**config.mk**
```make
export PLATFORM = sky130hd
export DESIGN_NAME = pvim_mac
export DESIGN_NICKNAME = d
export VERILOG_FILES = /design/src/rtl/pvim_pkg.sv /design/src/rtl/pvim_mac.sv
export SDC_FILE = /design/constraint.sdc
export NUM_CORES = 1
export LEC_CHECK = 0
export BUFFER_PORTS_ARGS = -buffer_cell sky130_fd_sc_hd__buf_2
export CORE_ASPECT_RATIO = 0.75
export CORE_MARGIN = 2
export CORE_UTILIZATION = 41
export DETAILED_ROUTE_END_ITERATION = 6
export PLACE_DENSITY_LB_ADDON = 0.3
export SLEW_MARGIN = 5
export SYNTH_ARGS = -nofsm -noshare
export SYNTH_HDL_FRONTEND = slang
export SYNTH_SLANG_ARGS = --single-unit
```
**constraint.sdc**
```tcl
create_clock -name clock -period 5.7 [get_ports clock]
set_clock_uncertainty 0.2 [all_clocks]
set_input_delay 0 -clock clock [delete_from_list [all_inputs] [get_ports clock]]
set_output_delay 0 -clock clock [all_outputs]
set_load 0.02 [all_outputs]
```
**src/rtl/pvim_pkg.sv**
```systemverilog
// shared types, constants and helper functions of the pcm voice mixer
`default_nettype none

package pvim_pkg;

   localparam int STORE_DEPTH     = 65536;
   localparam int ADDR_W          = $clog2(STORE_DEPTH);
   localparam int PHASE_FRAC_BITS = 16;
   localparam int PHASE_INT_BITS  = 17;
   localparam int PHASE_W         = PHASE_INT_BITS + PHASE_FRAC_BITS;
   localparam int SAMPLE_W        = 16;
   localparam int MIX_W           = 32;
   localparam int STEP_W          = 24;
   localparam int VOL_W           = 16;
   localparam int FCOUNT_W        = 17;
   localparam int MUL_W           = 18;
   localparam int PROD_W          = 2 * MUL_W;
   localparam int VOL_SHIFT       = 14;
   localparam int CSR_INDEX_W     = 3;
   localparam int CSR_DATA_W      = STEP_W;

   // operation codes carried in req_tuser
   localparam logic [1:0] OP_LOAD   = 2'd0;
   localparam logic [1:0] OP_START  = 2'd1;
   localparam logic [1:0] OP_RENDER = 2'd2;
   localparam logic [1:0] OP_NONE   = 2'd3;

   // register indexes
   localparam logic [CSR_INDEX_W-1:0] CSR_WIDE_SAMPLES = 3'd0;
   localparam logic [CSR_INDEX_W-1:0] CSR_SRC_TWO_CH   = 3'd1;
   localparam logic [CSR_INDEX_W-1:0] CSR_FRAME_COUNT  = 3'd2;
   localparam logic [CSR_INDEX_W-1:0] CSR_LOOP_ENABLE  = 3'd3;
   localparam logic [CSR_INDEX_W-1:0] CSR_PHASE_STEP   = 3'd4;
   localparam logic [CSR_INDEX_W-1:0] CSR_VOLUME       = 3'd5;
   localparam logic [CSR_INDEX_W-1:0] CSR_STEREO_OUT   = 3'd6;
   localparam logic [CSR_INDEX_W-1:0] CSR_NEAREST_ONLY = 3'd7;

   typedef struct packed {
      logic                wr_en;
      logic [ADDR_W-1:0]   wr_addr;
      logic [SAMPLE_W-1:0] wr_data;
      logic [ADDR_W-1:0]   rd_addr;
   } store_req_type;

   // raw store word to signed sample; narrow mode uses the low byte times 256
   function automatic logic signed [SAMPLE_W-1:0] expand_sample(
      input logic [SAMPLE_W-1:0] raw,
      input logic                wide
   );
      logic signed [SAMPLE_W-1:0] v;
      begin
         if (wide) begin
            v = raw;
         end else begin
            v = {raw[7:0], 8'h00};
         end
         return v;
      end
   endfunction

   // clamp a wide signed sum to the 32-bit mix range
   function automatic logic signed [MIX_W-1:0] sat_mix(
      input logic signed [PROD_W-1:0] v
   );
      logic signed [MIX_W-1:0] r;
      begin
         if (v[PROD_W-1:MIX_W-1] == {(PROD_W-MIX_W+1){1'b0}} ||
             v[PROD_W-1:MIX_W-1] == {(PROD_W-MIX_W+1){1'b1}}) begin
            r = v[MIX_W-1:0];
         end else if (v[PROD_W-1]) begin
            r = {1'b1, {(MIX_W-1){1'b0}}};
         end else begin
            r = {1'b0, {(MIX_W-1){1'b1}}};
         end
         return r;
      end
   endfunction

endpackage

`default_nettype wire

```
**src/rtl/pvim_mac.sv**
```systemverilog
// shared signed multiplier with registered product
`default_nettype none

module pvim_mac (
   input  wire logic                               clock,
   input  wire logic signed [pvim_pkg::MUL_W-1:0]  mul_a,
   input  wire logic signed [pvim_pkg::MUL_W-1:0]  mul_b,
   output logic        signed [pvim_pkg::PROD_W-1:0] prod
);

   logic signed [pvim_pkg::PROD_W-1:0] prod_ff;
   logic signed [pvim_pkg::PROD_W-1:0] prod_in;

   assign prod_in = mul_a * mul_b;

   always_ff @(posedge clock) begin
      prod_ff <= prod_in;
   end

   assign prod = prod_ff;

endmodule

`default_nettype wire

```
==> results_dict.tcl, run 1 <==
set metrics [dict create \
    vias_per_cell 4.767 \
    initial_core_util_pct 41.54 \
    async_flop_share_pct 0 \
    numCtsBuffers 5 \
    synth.top_cell.area_share_pct 50.85 \
    critical_path.max_fanout 11 \
    io_pins 73 \
    drv_cap 0 \
    finalMaxSlewViolations 0 \
    synth_cell_types 44 \
    syn_area_sq_um 12950 \
    die_y_um 157.9 \
    fin_crit_ns 5.534 \
    route.vias.total 9105 \
    worstSetupStartpoint "mul_a[11]" \
    cts_tree "yes" \
    diodes 0 \
    clock_sinks 36 \
    grt_overflow 0 \
    syn_avg_cell_area_sq_um 9.358 \
    nets 1963 \
    fmaxAchievable_mhz 180.7 \
    drive_gt1_share_pct 12.37 \
    wl_met2_mm 12.85 \
    wire_per_inst_um 17.30 \
    drt_iter0_markers 761 \
    synthTopCellsByArea "fa_1 (51%), inv_1 (11%), ha_1 (9.0%)" \
    area_growth_pct 12.09 \
    clk_path_buf_depth 2 \
    slowest_stage "fa_1" \
    largest_reg_flops 36 \
    synth_edf_count 0 \
    yosysMostFrequentCell "inv_1" \
    die_area_sq_um 33040 \
    slowest_delay_ns 0.62 \
    ant_nets 0 \
    cp.required_ns 5.71 \
    core_sq_um 31180 \
    fillers 2973 \
    grt_pass1_wl_mm 54.90 \
    synth_top_area_cell "fa_1" \
    crit_chain "buf_2, buf_4, nand2_1, fa_1, inv_1, fa_1, fa_1, fa_1, fa_1, inv_1, fa_1, inv_1, ha_1, o21a_1, o21a_1, o22ai_2, a21bo_1, a211o_1, a21oi_1, xnor2_1" \
    hold_class "primary input to register" \
    met3WireLength_mm 3.449 \
    gp_congestion 0.8625 \
    synthCells 1384 \
    ys_seq_area_share_pct 5.565 \
    antenna_found_initial 2 \
    min_period_over_period_pct 97.08 \
    synth_fp_nets 1843 \
    rsz0062_at_grt "no" \
    start_kind "primary input" \
    end_kind "register" \
    ys_seq_elements 36 \
    hold_violations 0 \
    grt_usage_pct 21.70 \
    root_buffer "clkbuf_16" \
    crit_type "primary input to register" \
    final_util_pct 46.56 \
    crit_top_cell "fa_1" \
    status "finished clean" \
    tightest_slew_ns 0.4534 \
    path_clk_slew_ns 0.06 \
    arrival_ns 5.55 \
    htree_levels 2 \
    top_layer_used "met4" \
    grt_max_degree 19 \
    die_x_um 209.2 \
    drcViolationCount 0 \
    portBuffers 72 \
    wl_met1_mm 16.57 \
    grt_pass1_vias 9627 \
    wl_mm 33.05 \
    yosysWarnings 0 \
    synth_common_cells "inv_1 (368), fa_1 (329), nand2_1 (166)" \
    slew_headroom_pct 69.77 \
    final-setup-viol-count 0 \
    crit_path_end "prod[34]" \
    synth_ff_type "dfxtp_1" \
    rows 56 \
    dp_hpwl_mm 28.95 \
    dr.pass1.iters 5 \
]
-- critical path: cells and delay by family --
family,cells,cell delay (ns)
adder cells (fa/ha/maj),7,3.50
XOR/XNOR,1,0.14
AO/OA/AOI/OAI,6,1.22
buffers and inverters,5,0.58
AND/OR/NAND/NOR,1,0.10
-- layout by cell type, fill, tap and decap left out, drive strengths merged, types with 2 or more instances in the layout --
cell and count:
o211ai 4, nor2 12, a31oi 3, nand3 4
o211a 2, clkbuf 10, a21oi 30, a211oi 6
buf 155, o21ai 12, nor3 5, dfxtp 36
ha 93, inv 368, xor2 6, and2 162
and3 9, o21bai 4, fa 329, xnor2 31
a21o 13, nand2b 7, nand2 166, nor2b 14
o21a 7
-- area by class of cell --
| class | count | area [sq um] | area share, % |
|---|---|---|---|
| Multi-Input combinational cell | 933 | 10710 | 73.76 |
| Inverter | 368 | 1381 | 9.516 |
| Clock inverter | 1 | 5.005 | 0.03448 |
| Clock buffer | 6 | 128.9 | 0.8878 |
| Sequential cell | 36 | 720.7 | 4.965 |
| Timing Repair Buffer | 160 | 1065 | 7.335 |
| Tap cell | 406 | 508.0 | 3.499 |
-- cells by family (layout without fill, tap and decap cells) --
logic type	after synthesis	count (layout)	synth area share, %
buffers and inverters	415	535	12.04
adder cells (fa/ha/maj)	422	422	59.84
flip-flops	36	36	5.565
multiplexers	1	1	0.08694
AO/OA/AOI/OAI	89	89	4.724
XOR/XNOR	37	37	2.502
AND/OR/NAND/NOR	384	384	15.24
-- how the worst min path moves through the flow --
| stage | startpoint | end | slack (ns) | cells past startpoint |
|---|---|---|---|---|
| finish | mul_b[0] | prod[0] | 0.11 | 3 |
| global route | mul_b[0] | prod[0] | 0.12 | 3 |
| CTS | mul_b[0] | prod[0] | 0.09 | 3 |
| detailed placement | prod[24] | prod[24] | 0.22 | 1 |
| global placement | prod[4] | prod[4] | 0.22 | 1 |
| floorplan | mul_a[0] | prod[0] | -0.08 | 1 |
-- metal layers --
metal	global-route usage, %	vias to the layer above
li1	-	4220
met1	34.76	4587
met2	28.13	286
met3	7.499	12
met4	2.687	0
met5	0	-
-- through the flow --
stage	setup TNS (ns)	setup slack [ns]	cells	hold slack [ns]	area (sq um)
after floorplan	0	0.02061	1384	-0.07829	12970
after global placement	-0.08438	-0.02805	1901	0.2165	14330
after detailed placement	-0.3186	-0.06762	1901	0.2175	14330
after CTS	0	0.08190	1909	0.08604	14470
after global routing	0	0.01130	1910	0.1241	14520
final	0	0.1665	1910	0.1126	14520
-- timing repair --
item                                    CTS  global route
hold endpoints to repair                  1             0
gates resized for setup                   0            13
endpoints found under the setup margin    0            12
setup buffers                             0             1
hold buffers                              1             0
Power of run 1 is not shown: default switching activity piles up to over one toggle a cycle in this logic, so the estimate is an artifact.
==> inputs of run 2 (changes only) <==
Settings changed: PLACE_DENSITY set to 0.65, PLACE_DENSITY_LB_ADDON 0.3 to unset.
==> run 2 against run 1 <==
Sequential share of layout area about the same. Non-clock buffer count increased by 3. First-iteration DRC count decreased by 17%. Critical path type unchanged. Largest cell class unchanged. Highest routed layer unchanged.
==> results_dict.tcl, run 2 (same netlist as run 1, synthesis figures left out) <==
set metrics [dict create \
    grt_busiest_layer "met1" \
    hold_violations 0 \
    mostFrequentLayoutCell "inv_1" \
    finalMaxSlewViolations 0 \
    gp_congestion 0.8992 \
    grt_pass1_wl_mm 54.54 \
    drv_cap 0 \
    antenna_found_initial 0 \
    arrival_ns 5.54 \
    wl_mm 32.63 \
    status "finished clean" \
    slowest_delay_ns 0.56 \
    largest_reg_flops 36 \
    ant_nets 0 \
    fin_crit_ns 5.510 \
    grt_usage_pct 21.45 \
    slowest_stage "dlygate4sd3_1" \
    hold_class "primary input to register" \
    dp_hpwl_mm 28.41 \
    gr-usage-met3_pct 7.935 \
    diodes 0 \
    rows 56 \
    path_clk_slew_ns 0.06 \
    hold_depth 3 \
    tightest_slew_ns 0.4406 \
    root_buffer "clkbuf_16" \
    placed_cells 1901 \
    end_kind "register" \
    cts_tree "yes" \
    die_y_um 157.9 \
    globalRouteMet1Util_pct 33.76 \
    grt_overflow 0 \
    layout_common_cells "inv_1 (366), fa_1 (325), nand2_1 (165)" \
    io_pins 73 \
    portBuffers 72 \
    route.vias.total 9257 \
    core_sq_um 31180 \
    crit_top_cell "fa_1" \
    start_kind "primary input" \
    fin_cells 1914 \
    crit_path_end "prod[34]" \
    drcViolationCount 0 \
    final-setup-viol-count 0 \
    dr.pass1.iters 5 \
    crit_chain "dlygate4sd3_1, buf_6, nand2b_1, fa_1, inv_1, fa_1, fa_1, fa_1, fa_1, inv_1, fa_1, inv_1, ha_1, a21o_1, a21oi_2, o21ai_0, o22ai_1, a21bo_1, a211o_1, a21oi_1, xnor2_1" \
    fmaxAchievable_mhz 181.5 \
    clock_sinks 36 \
    grt_pass1_vias 9856 \
    wire_per_inst_um 17.05 \
    vias_per_cell 4.836 \
    slew_headroom_pct 70.62 \
    die_x_um 209.2 \
    fillers 2896 \
    crit_type "primary input to register" \
    worstSetupStartpoint "mul_a[0]" \
    drive_gt1_share_pct 12.73 \
    numCtsBuffers 5 \
    grt_max_degree 20 \
    die_area_sq_um 33040 \
    min_period_over_period_pct 96.66 \
    area_growth_pct 12.77 \
    critical_path.max_fanout 15 \
    htree_levels 2 \
    drt_iter0_markers 634 \
    cp.required_ns 5.73 \
    nets 1966 \
    clk_path_buf_depth 2 \
    gr-usage-met2_pct 27.81 \
    initial_core_util_pct 41.54 \
]
## run 2: per-stage QoR
stage	setup TNS [ns]	hold WS, ns	setup slack, ns	cell area, sq um	utilization (%)
after floorplan	0	-0.07829	0.02061	12970	-
after global placement	-0.2258	0.2157	-0.05572	14330	45.95
after detailed placement	-1.041	0.2143	-0.1616	14330	45.95
after CTS	0	0.1261	0.1019	14510	46.54
after global routing	-0.01795	0.08890	-0.01129	14610	46.84
final	0	0.05534	0.1904	14610	46.84
## run 2: worst min-delay path by stage
stage | slack (ns) | to | from
after global routing | 0.09 | prod[1] | mul_b[0]
final | 0.06 | prod[1] | mul_b[0]
after detailed placement | 0.21 | prod[21] | prod[21]
after global placement | 0.22 | prod[0] | prod[0]
after floorplan | -0.08 | prod[0] | mul_a[0]
after CTS | 0.13 | prod[1] | mul_b[0]
## run 2: area by class of cell
| type | count | area [sq um] | area share, % |
|---|---|---|---|
| Tap cell | 406 | 508.0 | 3.478 |
| Clock buffer | 6 | 128.9 | 0.8824 |
| Timing Repair Buffer | 163 | 1116 | 7.642 |
| Inverter | 368 | 1381 | 9.458 |
| Multi-Input combinational cell | 933 | 10720 | 73.37 |
| Clock inverter | 2 | 35.03 | 0.2399 |
| Sequential cell | 36 | 720.7 | 4.934 |
## run 2: timing repair
item / 4_1_cts / 5_1_grt
hold buffers: 2 / 0
endpoints found under the hold margin: 1 / 0
setup buffers: 0 / 3
resized for setup: 0 / 27
setup endpoints to repair: 0 / 12
## run 2: layer usage
metal  vias up  part of all wire (%)  routed length (um)
met3        20                    11                3585
li1       4236                     -                   -
met5         -                     0                   0
met2       319                    39               12810
met4         0                  0.77                 251
met1      4682                    49               15980
## run 2: critical path: cells and delay by family
family / cells / cell delay (ns)
AND/OR/NAND/NOR: 1 / 0.16
AO/OA/AOI/OAI: 7 / 1.35
XOR/XNOR: 1 / 0.13
adder cells (fa/ha/maj): 7 / 2.99
buffers and inverters: 5 / 0.89
Power of run 2 is left out for the same reason.
==> inputs of run 3 (changes only) <==
Settings changed: PLACE_DENSITY 0.65 to 0.63.
Clock period 5.7 ns to 6.2 ns, I/O delays scaled along.
==> run 3 against run 2 <==
Non-clock buffer count down 81. Global-route usage rose by 0.13 points. Hold slack got worse by 0.0060 ns. Die area unchanged. Design area is 5.1% lower. Clock-buffer cell count stayed put. Utilization down 2.4 points. Flip-flop and latch count stayed put. Critical endpoint unchanged. Cell count fell by 4.2%.
==> results_dict.tcl, run 3 (same netlist as run 1, synthesis figures left out) <==
set metrics [dict create \
    largest_reg_flops 36 \
    post_cts_buffers 0 \
    route.vias.total 8951 \
    nets 1885 \
    hold_violations 0 \
    diodes 0 \
    gp_congestion 0.8477 \
    antenna_found_initial 0 \
    grt_max_degree 20 \
    grt_usage_pct 21.58 \
    path_clk_slew_ns 0.06 \
    critical_path.max_fanout 18 \
    crit_path_end "prod[34]" \
    arrival_ns 5.74 \
    tightest_slew_ns 0.4948 \
    wl_mm 32.70 \
    area_growth_pct 7.062 \
    ant_nets 0 \
    die_area_sq_um 33040 \
    drt_iter0_markers 613 \
    dp_hpwl_mm 27.32 \
    min_period_over_period_pct 92.26 \
    core_sq_um 31180 \
    numCtsBuffers 5 \
    layout_common_cells "inv_1 (368), fa_1 (329), nand2_1 (166)" \
    grt_pass1_wl_mm 54.39 \
    worstSetupStartpoint "mul_b[3]" \
    hold_class "primary input to register" \
    grt_overflow 0 \
    fmaxAchievable_mhz 174.8 \
    end_kind "register" \
    root_buffer "clkbuf_16" \
    cts_tree "yes" \
    mostFrequentLayoutCell "inv_1" \
    postCtsHoldBufs 0 \
    post_cts_resized 0 \
    htree_levels 2 \
    grt_pass1_vias 9475 \
    die_y_um 157.9 \
    slew_headroom_pct 67.01 \
    vias_per_cell 4.883 \
    drive_gt1_share_pct 7.148 \
    clk_path_buf_depth 2 \
    drcViolationCount 0 \
    dr.pass1.iters 5 \
    tns_ns 0 \
    rows 56 \
    die_x_um 209.2 \
    finalMaxSlewViolations 0 \
    final-setup-viol-count 0 \
    crit_type "primary input to register" \
    status "finished clean" \
    fin_crit_ns 5.720 \
    cp.required_ns 6.22 \
    portBuffers 72 \
    io_pins 73 \
    drv_cap 0 \
    fillers 3026 \
    initial_core_util_pct 41.54 \
    rsz0062_at_grt "no" \
    hold_depth 3 \
    wire_per_inst_um 17.84 \
    clock_sinks 36 \
    start_kind "primary input" \
]
## run 3: worst min path at each step
stage               slack [ns]     start        to
floorplan                -0.08  mul_a[0]   prod[0]
detailed placement        0.22   prod[8]   prod[8]
global placement          0.22  prod[10]  prod[10]
CTS                       0.01  mul_b[0]   prod[0]
global route              0.04  mul_b[0]   prod[0]
finish                    0.05  mul_a[0]   prod[0]
## run 3: per-stage QoR
stage	hold WS, ns	utilization, %	setup WS (ns)	std cells	instance area, sq um
final	0.04936	44.47	0.4797	1833	13870
after global placement	0.2156	43.99	0.2588	1825	13720
after CTS	0.01124	44.47	0.5018	1833	13870
after detailed placement	0.2162	43.99	0.2228	1825	13720
after floorplan	-0.07829	-	0.1363	1384	12950
after global routing	0.03817	44.47	0.1877	1833	13870
## run 3: worst max-delay path: stages
cell	delay, ns
buf_2	0.37
nand2_1	0.22
fa_1	0.57
inv_1	0.13
fa_1	0.51
inv_1	0.06
fa_1	0.50
inv_1	0.06
fa_1	0.44
fa_1	0.55
inv_1	0.06
fa_1	0.48
inv_1	0.04
ha_1	0.38
o21a_1	0.22
o21a_1	0.16
o22ai_1	0.18
a21bo_1	0.25
a211o_1	0.26
a21oi_1	0.18
xnor2_1	0.13
## run 3: metal layers
layer / part of all wire [%] / GRT usage, % / vias to the layer above
met5: 0 / 0 / -
met2: 39 / 28.76 / 315
li1: - / - / 4074
met1: 51 / 35.55 / 4543
met4: 0.63 / 2.517 / 0
met3: 9.2 / 5.059 / 19
## run 3: area by class of cell
cell class                 instances  area [sq um]  share of cell area [%]
inverter                         368          1381                   9.962
timing repair buffer              82         435.4                   3.140
clock buffer                       6         138.9                   1.002
tap                              406         508.0                   3.664
clock inverter                     2         10.01                 0.07219
sequential                        36         720.7                   5.198
multi-input combinational        933         10670                   76.96
Power of run 3 is left out for the same reason.
